[src/rtl/kpr_pkg.sv]
// Package for the keyframe path resampler.
// Holds the fixed coordinate widths, register indexes and reset values.
// No dependencies.
package kpr_pkg;

  localparam int CW = 32;          // coordinate width
  localparam int DW = CW + 1;      // width of an axis difference
  localparam int SQ_W = 61;        // root working width
  localparam int ROOT_ITERS = 30;  // result bits of the root
  localparam int ACC_W = 32;       // ceiling accumulator width
  localparam int REG_W = 22;       // widest register
  localparam int IDX_W = 2;

  localparam logic [63:0] BIG_DIFF = 64'd1 << 29;

  localparam logic [IDX_W-1:0] REG_STRIDE = 2'd0;
  localparam logic [IDX_W-1:0] REG_RES    = 2'd1;
  localparam logic [IDX_W-1:0] REG_PASS   = 2'd2;

  localparam logic [7:0]  STRIDE_RST = 8'd3;
  localparam logic [21:0] RES_RST    = 22'd16384;

endpackage

[src/rtl/kpr_if.sv]
// Stream interfaces for path points in and resampled points out.
// Depends on kpr_pkg.
interface kpr_in_if
  import kpr_pkg::*;
  ();
  logic                 valid;
  logic                 ready;
  logic signed [CW-1:0] pos_x;
  logic signed [CW-1:0] pos_y;
  logic signed [CW-1:0] pos_z;
  logic                 is_last;

  modport source (output valid, pos_x, pos_y, pos_z, is_last, input ready);
  modport sink   (input valid, pos_x, pos_y, pos_z, is_last, output ready);
endinterface

interface kpr_out_if
  import kpr_pkg::*;
  ();
  logic                 valid;
  logic                 ready;
  logic signed [CW-1:0] out_x;
  logic signed [CW-1:0] out_y;
  logic signed [CW-1:0] out_z;
  logic                 run_last;
  logic                 path_end;
  logic                 steps_clamped;

  modport source (output valid, out_x, out_y, out_z, run_last, path_end, steps_clamped,
                  input ready);
  modport sink   (input valid, out_x, out_y, out_z, run_last, path_end, steps_clamped,
                  output ready);
endinterface

[src/rtl/kpr_div.sv]
// Iterative restoring divider, one quotient bit per cycle.
// Depends on nothing; used by the resampler top level.
module kpr_div #(
  parameter int DVD_W = 33,
  parameter int DVS_W = 7
) (
  input  logic             clk,
  input  logic             rst_n,
  input  logic             start,
  input  logic [DVD_W-1:0] dividend,
  input  logic [DVS_W-1:0] divisor,
  output logic             done,
  output logic [DVD_W-1:0] quo,
  output logic [DVS_W-1:0] rem
);

  localparam int CNT_W = $clog2(DVD_W + 1);

  logic [DVD_W-1:0] quo_r;
  logic [DVS_W-1:0] rem_r;
  logic [CNT_W-1:0] cnt_r;
  logic             busy_r;
  logic             done_r;
  logic [DVS_W:0]   sh;
  logic             fits;

  assign sh   = {rem_r, quo_r[DVD_W-1]};
  assign fits = (sh >= {1'b0, divisor});

  always_ff @(posedge clk) begin
    if (!rst_n) begin
      busy_r <= 1'b0;
      done_r <= 1'b0;
      cnt_r  <= '0;
    end else begin
      done_r <= 1'b0;
      if (start) begin
        busy_r <= 1'b1;
        cnt_r  <= CNT_W'(DVD_W);
        quo_r  <= dividend;
        rem_r  <= '0;
      end else if (busy_r) begin
        rem_r <= fits ? DVS_W'(sh - {1'b0, divisor}) : sh[DVS_W-1:0];
        quo_r <= {quo_r[DVD_W-2:0], fits};
        cnt_r <= cnt_r - 1'b1;
        if (cnt_r == CNT_W'(1)) begin
          busy_r <= 1'b0;
          done_r <= 1'b1;
        end
      end
    end
  end

  assign done = done_r;
  assign quo  = quo_r;
  assign rem  = rem_r;

endmodule

[src/rtl/keyframe_path_resampler.sv]
// Top level of the keyframe path resampler.
// Depends on kpr_pkg, the kpr_in_if / kpr_out_if interfaces and kpr_div.
//
// The block takes one path point per request and keeps as keyframes the first
// point, the last point and every point whose index is a multiple of the stride.
// Each new keyframe closes a segment from the held one; the segment length is a
// floor integer square root, the step count is max(2, ceil(length/resolution))
// saturated at MAX_STEPS, and the segment is emitted as evenly spaced points
// rounded to nearest, both ends included. A point that closes no segment
// produces nothing. A segment passes through accept, difference and squaring,
// root, ceiling search and three divisions on the shared serial divider, one
// per axis, and then emits one point per cycle while the output is not
// stalled; a segment with a very large axis difference skips the squaring, the
// root and the search. In pass-through mode each point is echoed unchanged.
// The input is not ready while a segment is in work.
// Configuration must be written only while the block is idle; the block
// itself does not enforce this.
module keyframe_path_resampler
  import kpr_pkg::*;
#(
  parameter int MAX_STEPS = 64
) (
  input  logic             clk,
  input  logic             rst_n,
  kpr_in_if.sink           in_pt,
  kpr_out_if.source        out_pt,
  input  logic             cfg_we,
  input  logic [IDX_W-1:0] cfg_addr,
  input  logic [REG_W-1:0] cfg_data
);

  localparam int SW = $clog2(MAX_STEPS + 1);

  localparam logic [3:0] ST_IDLE = 4'd0;
  localparam logic [3:0] ST_PASS = 4'd1;
  localparam logic [3:0] ST_DIFF = 4'd2;
  localparam logic [3:0] ST_SQ   = 4'd3;
  localparam logic [3:0] ST_SQRT = 4'd4;
  localparam logic [3:0] ST_CEIL = 4'd5;
  localparam logic [3:0] ST_DIV  = 4'd6;
  localparam logic [3:0] ST_EMIT = 4'd7;

  // Configuration registers.
  logic [7:0]       stride_r;
  logic [REG_W-1:0] res_r;
  logic             pass_r;
  logic [7:0]       stride_eff;
  logic [REG_W-1:0] res_eff;

  always_ff @(posedge clk) begin
    if (!rst_n) begin
      stride_r <= STRIDE_RST;
      res_r    <= RES_RST;
      pass_r   <= 1'b0;
    end else if (cfg_we) begin
      case (cfg_addr)
        REG_STRIDE: stride_r <= cfg_data[7:0];
        REG_RES:    res_r    <= cfg_data;
        REG_PASS:   pass_r   <= cfg_data[0];
        default: ;
      endcase
    end
  end

  assign stride_eff = (stride_r == 8'd0) ? 8'd1 : stride_r;
  assign res_eff    = (res_r == '0) ? REG_W'(1) : res_r;

  // Path state and segment working registers.
  logic [3:0]           state_r;
  logic                 have_key_r;
  logic [7:0]           phase_r;
  logic signed [CW-1:0] a_r [3];
  logic signed [CW-1:0] b_r [3];
  logic                 last_r;
  logic [DW-1:0]        mag_r [3];
  logic                 neg_r [3];
  logic [1:0]           idx_r;
  logic [57:0]          mult_r;
  logic [SQ_W-1:0]      sum_r;
  logic [SQ_W-1:0]      v_r;
  logic [SQ_W-1:0]      root_r;
  logic [SQ_W-1:0]      bit_r;
  logic [4:0]           iter_r;
  logic [ACC_W-1:0]     acc_r;
  logic [SW-1:0]        k_r;
  logic [SW-1:0]        steps_r;
  logic                 clamp_r;
  logic                 div_wait_r;
  logic [DW-1:0]        qd_r [3];
  logic [SW:0]          rd_r [3];
  logic [DW-1:0]        q_r [3];
  logic [SW:0]          r_r [3];
  logic [SW-1:0]        s_r;

  // Output register.
  logic                 out_valid_r;
  logic signed [CW-1:0] o_r [3];
  logic                 o_run_r;
  logic                 o_end_r;
  logic                 o_clamp_r;

  logic          accept;
  logic          slot_free;
  logic          out_load;
  logic          is_kf;
  logic [7:0]    phase_inc;
  logic [7:0]    phase_nxt;
  logic [SW-1:0] n_w;
  logic [SW:0]   two_n;
  logic          emit_final;
  logic [SQ_W-1:0] trial;
  logic [ACC_W-1:0] dist_w;

  logic          div_start;
  logic          div_done;
  logic [DW-1:0] div_quo;
  logic [SW-1:0] div_rem;

  assign in_pt.ready = (state_r == ST_IDLE);
  assign accept      = in_pt.valid && in_pt.ready;
  assign slot_free   = !out_valid_r || out_pt.ready;
  // The output register takes a new point in this cycle.
  assign out_load    = slot_free && (state_r == ST_PASS || state_r == ST_EMIT);
  assign is_kf       = !have_key_r || in_pt.is_last || (phase_r == 8'd0);
  assign phase_inc   = phase_r + 8'd1;
  assign phase_nxt   = (in_pt.is_last || phase_inc >= stride_eff) ? 8'd0 : phase_inc;
  assign n_w         = steps_r - 1'b1;
  assign two_n       = {n_w, 1'b0};
  assign emit_final  = (s_r == n_w);
  assign trial       = root_r + bit_r;
  assign dist_w      = ACC_W'(root_r[ROOT_ITERS-1:0]);
  assign div_start   = (state_r == ST_DIV) && !div_wait_r;

  kpr_div #(
    .DVD_W (DW),
    .DVS_W (SW)
  ) u_div (
    .clk      (clk),
    .rst_n    (rst_n),
    .start    (div_start),
    .dividend (mag_r[idx_r]),
    .divisor  (n_w),
    .done     (div_done),
    .quo      (div_quo),
    .rem      (div_rem)
  );

  // Difference of one axis, b minus a, with sign and magnitude.
  function automatic logic [DW:0] axis_diff(input logic signed [CW-1:0] a,
                                             input logic signed [CW-1:0] b);
    logic [DW-1:0] d;
    logic [DW-1:0] m;
    begin
      d = {b[CW-1], b} - {a[CW-1], a};
      m = d[DW-1] ? (~d + 1'b1) : d;
      axis_diff = {d[DW-1], m};
    end
  endfunction

  always_ff @(posedge clk) begin
    logic [DW:0]   dm;
    logic          big;
    logic [SW+1:0] t;
    logic [DW-1:0] off;
    logic [DW-1:0] pt;
    if (!rst_n) begin
      state_r     <= ST_IDLE;
      have_key_r  <= 1'b0;
      phase_r     <= 8'd0;
      out_valid_r <= 1'b0;
      div_wait_r  <= 1'b0;
      for (int i = 0; i < 3; i++) a_r[i] <= '0;
    end else begin
      if (out_valid_r && out_pt.ready && !out_load) out_valid_r <= 1'b0;
      case (state_r)
        ST_IDLE: begin
          if (accept) begin
            last_r <= in_pt.is_last;
            b_r[0] <= in_pt.pos_x;
            b_r[1] <= in_pt.pos_y;
            b_r[2] <= in_pt.pos_z;
            if (pass_r) begin
              have_key_r <= 1'b0;
              phase_r    <= 8'd0;
              state_r    <= ST_PASS;
            end else begin
              phase_r <= phase_nxt;
              if (is_kf) begin
                have_key_r <= !in_pt.is_last;
                if (have_key_r) begin
                  state_r <= ST_DIFF;
                end else begin
                  a_r[0] <= in_pt.pos_x;
                  a_r[1] <= in_pt.pos_y;
                  a_r[2] <= in_pt.pos_z;
                end
              end
            end
          end
        end
        ST_PASS: begin
          if (slot_free) begin
            out_valid_r <= 1'b1;
            for (int i = 0; i < 3; i++) o_r[i] <= b_r[i];
            o_run_r   <= 1'b1;
            o_end_r   <= last_r;
            o_clamp_r <= 1'b0;
            state_r   <= ST_IDLE;
          end
        end
        ST_DIFF: begin
          big = 1'b0;
          for (int i = 0; i < 3; i++) begin
            dm = axis_diff(a_r[i], b_r[i]);
            neg_r[i] <= dm[DW];
            mag_r[i] <= dm[DW-1:0];
            if (64'(dm[DW-1:0]) >= BIG_DIFF) big = 1'b1;
          end
          idx_r <= 2'd0;
          sum_r <= '0;
          if (big) begin
            clamp_r <= 1'b1;
            steps_r <= SW'(MAX_STEPS);
            state_r <= ST_DIV;
          end else begin
            state_r <= ST_SQ;
          end
        end
        ST_SQ: begin
          // Square one axis per cycle; the sum adds each product in the cycle after the multiplier forms it.
          // Magnitudes here are below 2^29, so a 29 by 29 bit product suffices.
          if (idx_r != 2'd3) begin
            mult_r <= 58'(mag_r[idx_r][28:0]) * 58'(mag_r[idx_r][28:0]);
          end
          if (idx_r != 2'd0) sum_r <= sum_r + SQ_W'(mult_r);
          if (idx_r == 2'd3) begin
            v_r     <= sum_r + SQ_W'(mult_r);
            root_r  <= '0;
            bit_r   <= SQ_W'(1) << 58;
            iter_r  <= '0;
            state_r <= ST_SQRT;
          end
          idx_r <= idx_r + 2'd1;
        end
        ST_SQRT: begin
          if (v_r >= trial) begin
            v_r    <= v_r - trial;
            root_r <= (root_r >> 1) + bit_r;
          end else begin
            root_r <= root_r >> 1;
          end
          bit_r  <= bit_r >> 2;
          iter_r <= iter_r + 5'd1;
          if (iter_r == 5'(ROOT_ITERS - 1)) begin
            acc_r   <= '0;
            k_r     <= '0;
            state_r <= ST_CEIL;
          end
        end
        ST_CEIL: begin
          idx_r <= 2'd0;
          if (acc_r >= dist_w) begin
            steps_r <= (k_r < SW'(2)) ? SW'(2) : k_r;
            clamp_r <= 1'b0;
            state_r <= ST_DIV;
          end else if (k_r == SW'(MAX_STEPS)) begin
            steps_r <= SW'(MAX_STEPS);
            clamp_r <= 1'b1;
            state_r <= ST_DIV;
          end else begin
            acc_r <= acc_r + ACC_W'(res_eff);
            k_r   <= k_r + 1'b1;
          end
        end
        ST_DIV: begin
          if (div_start) div_wait_r <= 1'b1;
          if (div_done) begin
            div_wait_r   <= 1'b0;
            qd_r[idx_r]  <= div_quo;
            rd_r[idx_r]  <= {div_rem, 1'b0};
            q_r[idx_r]   <= '0;
            r_r[idx_r]   <= (SW+1)'(n_w);
            idx_r        <= idx_r + 2'd1;
            if (idx_r == 2'd2) begin
              s_r     <= '0;
              state_r <= ST_EMIT;
            end
          end
        end
        ST_EMIT: begin
          if (slot_free) begin
            out_valid_r <= 1'b1;
            for (int i = 0; i < 3; i++) begin
              off    = neg_r[i] ? (~q_r[i] + 1'b1) : q_r[i];
              pt     = {a_r[i][CW-1], a_r[i]} + off;
              o_r[i] <= pt[CW-1:0];
              // Step the rounded quotient by m/n and carry the remainder.
              t = {1'b0, r_r[i]} + {1'b0, rd_r[i]};
              if (t >= {1'b0, two_n}) begin
                r_r[i] <= (SW+1)'(t - {1'b0, two_n});
                q_r[i] <= q_r[i] + qd_r[i] + 1'b1;
              end else begin
                r_r[i] <= t[SW:0];
                q_r[i] <= q_r[i] + qd_r[i];
              end
            end
            o_run_r   <= emit_final;
            o_end_r   <= emit_final && last_r;
            o_clamp_r <= clamp_r;
            s_r       <= s_r + 1'b1;
            if (emit_final) begin
              for (int i = 0; i < 3; i++) a_r[i] <= b_r[i];
              state_r <= ST_IDLE;
            end
          end
        end
        default: state_r <= ST_IDLE;
      endcase
    end
  end

  assign out_pt.valid         = out_valid_r;
  assign out_pt.out_x         = o_r[0];
  assign out_pt.out_y         = o_r[1];
  assign out_pt.out_z         = o_r[2];
  assign out_pt.run_last      = o_run_r;
  assign out_pt.path_end      = o_end_r;
  assign out_pt.steps_clamped = o_clamp_r;

  // A saturated segment always runs the full step count.
  a_clamp_steps: assert property (@(posedge clk) disable iff (!rst_n)
    (state_r == ST_EMIT && clamp_r) |-> (steps_r == SW'(MAX_STEPS)))
    else $error("clamped segment without full step count");

  // The last sample of a segment lands exactly on the new keyframe.
  a_end_exact: assert property (@(posedge clk) disable iff (!rst_n)
    (state_r == ST_EMIT && slot_free && emit_final) |->
      (q_r[0] == mag_r[0] && q_r[1] == mag_r[1] && q_r[2] == mag_r[2]))
    else $error("segment end does not reach keyframe");

  // The rounding remainder stays below twice the divisor.
  a_rem_range: assert property (@(posedge clk) disable iff (!rst_n)
    (state_r == ST_EMIT) |-> (r_r[0] < two_n && r_r[1] < two_n && r_r[2] < two_n))
    else $error("rounding remainder out of range");

  // No input request is taken while a segment is in its divide or emit state.
  a_busy_block: assert property (@(posedge clk) disable iff (!rst_n)
    (state_r == ST_EMIT || state_r == ST_DIV) |-> !in_pt.ready)
    else $error("input taken during segment");

endmodule
[src/flat_wrapper.sv]
// flat-port wrapper written by rule: the top's interface ports become plain ports
module keyframe_path_resampler_flat import kpr_pkg::*;
#(
  parameter int MAX_STEPS = 64
)
  (clk, rst_n, cfg_we, cfg_addr, cfg_data, in_pt_valid, in_pt_pos_x, in_pt_pos_y, in_pt_pos_z, in_pt_is_last, in_pt_ready, out_pt_valid, out_pt_out_x, out_pt_out_y, out_pt_out_z, out_pt_run_last, out_pt_path_end, out_pt_steps_clamped, out_pt_ready);
  kpr_in_if in_pt_i ();
  kpr_out_if out_pt_i ();
  input  logic clk;
  input  logic rst_n;
  input  logic cfg_we;
  input  logic [IDX_W-1:0] cfg_addr;
  input  logic [REG_W-1:0] cfg_data;
  input wire logic [$bits(in_pt_i.valid)-1:0] in_pt_valid;
  input wire logic [$bits(in_pt_i.pos_x)-1:0] in_pt_pos_x;
  input wire logic [$bits(in_pt_i.pos_y)-1:0] in_pt_pos_y;
  input wire logic [$bits(in_pt_i.pos_z)-1:0] in_pt_pos_z;
  input wire logic [$bits(in_pt_i.is_last)-1:0] in_pt_is_last;
  output wire logic [$bits(in_pt_i.ready)-1:0] in_pt_ready;
  output wire logic [$bits(out_pt_i.valid)-1:0] out_pt_valid;
  output wire logic [$bits(out_pt_i.out_x)-1:0] out_pt_out_x;
  output wire logic [$bits(out_pt_i.out_y)-1:0] out_pt_out_y;
  output wire logic [$bits(out_pt_i.out_z)-1:0] out_pt_out_z;
  output wire logic [$bits(out_pt_i.run_last)-1:0] out_pt_run_last;
  output wire logic [$bits(out_pt_i.path_end)-1:0] out_pt_path_end;
  output wire logic [$bits(out_pt_i.steps_clamped)-1:0] out_pt_steps_clamped;
  input wire logic [$bits(out_pt_i.ready)-1:0] out_pt_ready;
  assign in_pt_i.valid = in_pt_valid;
  assign in_pt_i.pos_x = in_pt_pos_x;
  assign in_pt_i.pos_y = in_pt_pos_y;
  assign in_pt_i.pos_z = in_pt_pos_z;
  assign in_pt_i.is_last = in_pt_is_last;
  assign in_pt_ready = in_pt_i.ready;
  assign out_pt_valid = out_pt_i.valid;
  assign out_pt_out_x = out_pt_i.out_x;
  assign out_pt_out_y = out_pt_i.out_y;
  assign out_pt_out_z = out_pt_i.out_z;
  assign out_pt_run_last = out_pt_i.run_last;
  assign out_pt_path_end = out_pt_i.path_end;
  assign out_pt_steps_clamped = out_pt_i.steps_clamped;
  assign out_pt_i.ready = out_pt_ready;
  keyframe_path_resampler #(.MAX_STEPS(MAX_STEPS)) u_core (.clk(clk), .rst_n(rst_n), .in_pt(in_pt_i), .out_pt(out_pt_i), .cfg_we(cfg_we), .cfg_addr(cfg_addr), .cfg_data(cfg_data));
endmodule
[config.mk]
export PLATFORM = sky130hd
export DESIGN_NAME = keyframe_path_resampler_flat
export DESIGN_NICKNAME = d
export VERILOG_FILES = /design/src/rtl/kpr_pkg.sv /design/src/rtl/kpr_if.sv /design/src/rtl/kpr_div.sv /design/src/rtl/keyframe_path_resampler.sv /design/src/flat_wrapper.sv
export SDC_FILE = /design/constraint.sdc
export NUM_CORES = 2
export LEC_CHECK = 0
export BUFFER_PORTS_ARGS = -buffer_cell sky130_fd_sc_hd__buf_2
export CAP_MARGIN = 20
export CORE_ASPECT_RATIO = 0.7
export CORE_MARGIN = 3
export CORE_UTILIZATION = 55
export CTS_CLUSTER_SIZE = 28
export DETAILED_ROUTE_END_ITERATION = 8
export PLACE_DENSITY = 0.71
export SYNTH_ARGS = -nofsm -noshare
export SYNTH_HDL_FRONTEND = slang
export SYNTH_SLANG_ARGS = --single-unit
[constraint.sdc]
create_clock -name clk -period 34.7 [get_ports clk]
set_clock_uncertainty 0.1 [all_clocks]
set_input_delay 6.94 -clock clk [delete_from_list [all_inputs] [get_ports clk]]
set_output_delay 6.94 -clock clk [all_outputs]
set_load 0.01 [all_outputs]
# --- Word-level counts from Yosys, hierarchy flattened ---
# Memories as Yosys holds them, arrays and structs flattened. A register that Yosys moved wholly into a read port is not among the register bits.
# Cells that the tools add are included.
word_totals:
  ff_bits: 461
  out_inout_bits: 101
  mem_bits_rw: 633
  rom_bits: 0
  input_bits: 126
  latchBits: 0
  mem_count: 9
  elab_cells: 373
classes:
  add_sub_neg: 37
  n_eq_ne: 32
  div: 0
  n_mux: 174
  n_reduce_logical: 56
  bitwise_logic: 23
  mul: 1
  n_shift: 0
  magnitude_cmp: 11
mem_list:
  columns: ["name", "words", "word_bits", "rd", "rd_ports_with_merged_regs", "wr", "line_no", "text"]
  rows:
  - ["u_core.mag_r", 3, 33, 1, 1, 3, "keyframe_path_resampler.sv:75", "logic [DW-1:0] mag_r [3];"]
  - ["u_core.q_r", 3, 33, 3, 0, 3, "keyframe_path_resampler.sv:91", "logic [DW-1:0] q_r [3];"]
  - ["u_core.qd_r", 3, 33, 3, 0, 1, "keyframe_path_resampler.sv:89", "logic [DW-1:0] qd_r [3];"]
  - ["u_core.a_r", 3, 32, 3, 0, 3, "keyframe_path_resampler.sv:72", "logic signed [CW-1:0] a_r [3];"]
  - ["u_core.b_r", 3, 32, 3, 0, 3, "keyframe_path_resampler.sv:73", "logic signed [CW-1:0] b_r [3];"]
  - ["u_core.o_r", 3, 32, 3, 0, 3, "keyframe_path_resampler.sv:97", "logic signed [CW-1:0] o_r [3];"]
  - ["+3 memories", null, null, null, null, null, null, null]
ops:
  columns: ["operator", "count"]
  rows:
  - ["one-hot mux 61 bit (2 select lines)", 4]
  - ["two-way mux 32 bit", 15]
  - ["two-way mux 61 bit", 6]
  - ["two-way mux 33 bit", 9]
  - ["adder 33 x 1 -> 33 bit, second input constant", 6]
  - ["adder 33 bit", 3]
  - ["greater-or-equal comparator 33 x 30 -> 1 bit, second input constant", 3]
  - ["inverter 33 bit", 3]
  - ["subtractor 32 x 32 -> 33 bit", 3]
  - ["adder 32 x 1 -> 32 bit, second input constant", 3]
  - ["adder 32 bit", 3]
  - ["inverter 32 bit", 3]
  - ["two-way mux 1 bit", 88]
  - ["two-way mux 7 bit", 12]
  - ["one-hot mux 32 bit (2 select lines)", 1]
  - ["adder 60 x 61 -> 61 bit", 1]
  - ["adder 61 x 58 -> 61 bit", 1]
  - ["adder 61 bit", 1]
  - ["greater-or-equal comparator 61 bit", 1]
  - ["subtractor 61 bit", 1]
  - ["multiplier 29 x 29 -> 58 bit", 1]
  - ["two-way mux 8 bit", 7]
  - ["two-way mux 4 bit", 13]
  - ["one-hot mux 7 bit (2 select lines)", 3]
  - ["57 further kinds", 143]

# --- Longest topological paths before layout ---
# An unclocked memory read counts as a cell.
logic_depth:
  depth_word: 13
  ltp_mapped: 38
  mapped_depth_nobuf: 35

# --- Modules after synthesis ---
# A second synthesis with hierarchy kept.
unflattened:
  hier_cells: 10136
  hier_area_um2: 97402.2
modules_own_cells:
  columns: ["mod", "n_inst", "seq_area_each_um2", "area_each_um2", "cells_each"]
  rows:
  - ["keyframe_path_resampler", 1, 29828.6, 94983.6, 9945]
  - ["kpr_div", 1, 1361.3, 2418.6, 191]

# --- Least setup slack after synthesis ---
# Ideal clock, no wire load.
synth_timing:
  kind: "input-to-reg"
  startpoint: "input in_pt_valid"
  endpoint: "memory u_core.a_r[0][0] (enable)"
  arrival_time_ns: 18.064
  path_buffers: 0
  cell_stages: 2
  path_slack_ns: 15.657
  required_time_ns: 33.721
  setup_time_ns: 0.879
  path_cell_list: "nand2_1 -> o311ai_0"
synth_lines:
  columns: ["element", "line_no", "text"]
  rows:
  - ["start: declaration", "flat_wrapper.sv:14", "input wire logic [$bits(in_pt_i.valid)-1:0] in_pt_valid;"]
  - ["end: declaration", "keyframe_path_resampler.sv:72", null]

==> impl_metrics.py <==
metrics = {
    "worst_setup_path": {
        "crit_path_end_kind": "flop",
        "criticalPathCategory": "flop to flop",
        "slowest_delay_ns": 0.76,
        "cp.required_ns": 35.12,
        "cp_max_fo": 33,
        "cp_slowest_cell": "o31ai_1",
        "reg2reg_to": "u_core.mult_r[56]",
        "start_kind": "flop",
        "crit_top_cell": "fa_1",
        "cp.arrival_ns": 11.41,
        "reg2regPathDepth": 33,
        "r2r_setup_slack_ns": 23.71,
    },
    "clock_tree": {
        "cts_max_level": 3,
        "numCtsBuffers": 108,
        "cts_root_buffer": "clkbuf_16",
        "post_cts_buffers": 0,
        "cts_sinks": 1057,
        "cts_hold_buf": 0,
        "clkTransAtPathRegs_ns": 0.07,
        "ctsLongestPathBuffers": 3,
        "cts_repair_resize_count": 0,
        "insertion_delay_ns": 0.79,
        "cts_tree": "built",
    },
    "sta": {
        "rsz0062_at_grt": "no",
        "max_clock_freq_mhz": 91.0,
        "hold_viol_final": 0,
        "tns_ns": 0,
        "relSlewSlack_pct": 16.4,
        "setup_violations": 0,
        "period_minus_slack_ns": 10.99,
        "post-route-period-util_pct": 31.7,
        "final-max-slew-violation-count": 0,
        "worstMarginPinSlew_ns": 1.22,
    },
    "yosys": {
        "netlist_area_mm2": 0.0973,
        "synth_edf_count": 1002,
        "syn_inst": 10200,
        "synthFlopType": "edfxtp_1",
        "yosysTopAreaCell": "edfxtp_1",
        "ys_async_sr_fraction_pct": 0,
        "synth_seq_cells": 1057,
        "synth.top_cell.area_share_pct": 30.9,
        "synthTopCellsByArea": "edfxtp_1 31%, fa_1 14%, ha_1 11%",
        "seq_area_frac_synth_pct": 32.1,
        "ys.warnings.count": 0,
        "synth_cell_types": 96,
        "avgSynthCellArea_um2": 9.55,
        "syn_nets": 11800,
    },
    "cells_and_area": {
        "area_growth_pct": 8.16,
        "nets": 11900,
        "drive_above_1_share_pct": 6.42,
    },
    "status": {
        "outcome": "completed",
    },
    "global_routing": {
        "grtUsageTotal_pct": 32.9,
        "grt_pass1_wl_um": 457000,
        "antenna_found_initial": 40,
        "grt_max_degree": 92,
        "grt_pass1_vias": 74700,
        "overflow": 0,
    },
    "run": {
        "maxCapViolations": 0,
    },
    "floorplan": {
        "io_pins": 227,
        "die_w_um": 509,
        "rows": 128,
        "die_area_mm2": 0.182,
        "start_util_pct": 55.6,
        "fp.coreArea_mm2": 0.175,
        "die_height_um": 358,
    },
    "detailed_routing": {
        "ant_nets": 0,
        "via_count": 78900,
        "first_pass_iters": 6,
        "viasPerCell": 6.18,
        "drc": 0,
        "drt_wl_total_um": 305000,
        "wire_per_inst_um": 23.9,
        "drt_iter0_markers": 9256,
    },
    "placed_design": {
        "post-dp-hpwl_um": 239000,
        "io_buffer_count": 226,
        "place_congestion": 0.983,
    },
    "min_path": {
        "hold-path-cell-count": 2,
        "hold_class": "flop to flop",
        "hold_start": "u_core.res_r[3]",
        "hold_end": "u_core.res_r[3]",
    },
}
[layer usage]
metal  global-route usage [%]  vias to the layer above  share of wire [%]
met1                     50.1                    38600                 45
li1                         -                    35900                  -
met4                     9.03                        8                3.0
met2                     45.4                     3941                 40
met3                     9.15                      440                 12
met5                        0                        -              0.017
[synthesized netlist by cell type, types with 168 or more instances]
cell	instances
inv_1	1146
edfxtp_1	1002
nand2_1	953
nor2_1	846
ha_1	843
fa_1	668
o21ai_0	561
a21oi_1	557
xnor2_1	526
clkbuf_1	316
xor2_1	305
a21o_1	278
nand3_1	168
[sequential cells by signal, indices dropped and copies added (netlist names), 8 cells and up, named ones only]
signal and count:
u_core.bit_r 30, u_core.acc_r 32, u_core.res_r 22, u_core.phase_r 8
u_core.b_r 96, u_core.u_div.quo 33, u_core.o_r 96, u_core.sum_r 61
u_core.rd_r 21, u_core.mult_r 57, u_core.stride_r 8, u_core.mag_r 99
u_core.v_r 61, u_core.q_r 96, u_core.root_r 61, u_core.qd_r 96
u_core.a_r 96, u_core.r_r 24
[kinds of logic after synthesis]
group / Yosys count / share of synthesized area, %
flops: 1057 / 32.1
xor+xnor: 833 / 7.53
buf+inv: 1486 / 5.73
simple gates: 2907 / 13.9
compound gates: 2328 / 15.5
mux: 65 / 0.678
fa+ha+maj: 1511 / 24.6
[per-stage QoR]
| stage | utilization [%] | instances | cell area [µm²] | setup WS [ns] | hold WS (ns) |
|---|---|---|---|---|---|
| global placement | 57.8 | 12500 | 101000 | 23.54 | 0.374 |
| CTS | 60.1 | 12700 | 105000 | 23.99 | 0.386 |
| finish | 60.2 | 12800 | 105000 | 23.71 | 0.388 |
| global route | 60.2 | 12700 | 105000 | 23.45 | 0.403 |
| floorplan | - | 10200 | 97300 | 15.66 | 0.343 |
| detailed placement | 57.8 | 12500 | 101000 | 23.52 | 0.378 |
[worst max-delay path: cells and delay by family (launching register included)]
kind / cells / cell delay (ns)
AOI/OAI and AO/OA: 12 / 3.15
muxes: 1 / 0.25
adders and majority gates: 9 / 4.40
DFF: 1 / 0.31
xor gates and xnor gates: 1 / 0.08
buffers and inverters: 8 / 1.85
and+or+nand+nor: 2 / 0.53
[layout make-up]
class	count	area [µm²]
flip-flops and latches	1057	31200
inverters	1150	4320
well taps	2340	2930
multi-input cells	7644	60700
diodes	23	57.6
clock inverters	69	1010
clock buffers	135	2960
repair buffers	342	2050
fillers	14800	69700
[worst max path at each step]
stage	start	to	slack, ns	cells past startpoint
5_1_grt	flop	u_core.mult_r[56]	23.45	32
2_1_floorplan	in_pt_valid	u_core.a_r[0][0]	15.66	2
6_report	flop	u_core.mult_r[56]	23.71	33
3_5_place_dp	out_pt_ready	u_core.q_r[1][31]	23.52	15
4_1_cts	flop	u_core.mult_r[56]	23.99	30
3_3_place_gp	rst_n	u_core.q_r[1][31]	23.54	16
[placed cells by master, fill, tap and decap left out, types with 58 or more instances in the layout]
| cell type | n |
|---|---|
| inv_1 | 1144 |
| edfxtp_1 | 1002 |
| nand2_1 | 950 |
| ha_1 | 843 |
| nor2_1 | 840 |
| fa_1 | 668 |
| o21ai_0 | 555 |
| a21oi_1 | 554 |
| xnor2_1 | 526 |
| xor2_1 | 305 |
| a21o_1 | 278 |
| buf_2 | 228 |
| nand3_1 | 168 |
| nor3_1 | 163 |
| clkbuf_16 | 114 |
| buf_4 | 110 |
| or3_1 | 109 |
| o21a_1 | 107 |
| and2_1 | 100 |
| a22o_1 | 98 |
| a31oi_1 | 93 |
| nor2b_1 | 93 |
| nand4_1 | 92 |
| o21bai_1 | 92 |
| nand2b_1 | 91 |
| and3_1 | 81 |
| a211oi_1 | 72 |
| o31ai_1 | 71 |
| mux2i_1 | 58 |
Power is not shown: default switching activity piles up to over one toggle a cycle in this logic, so the estimate is an artifact.
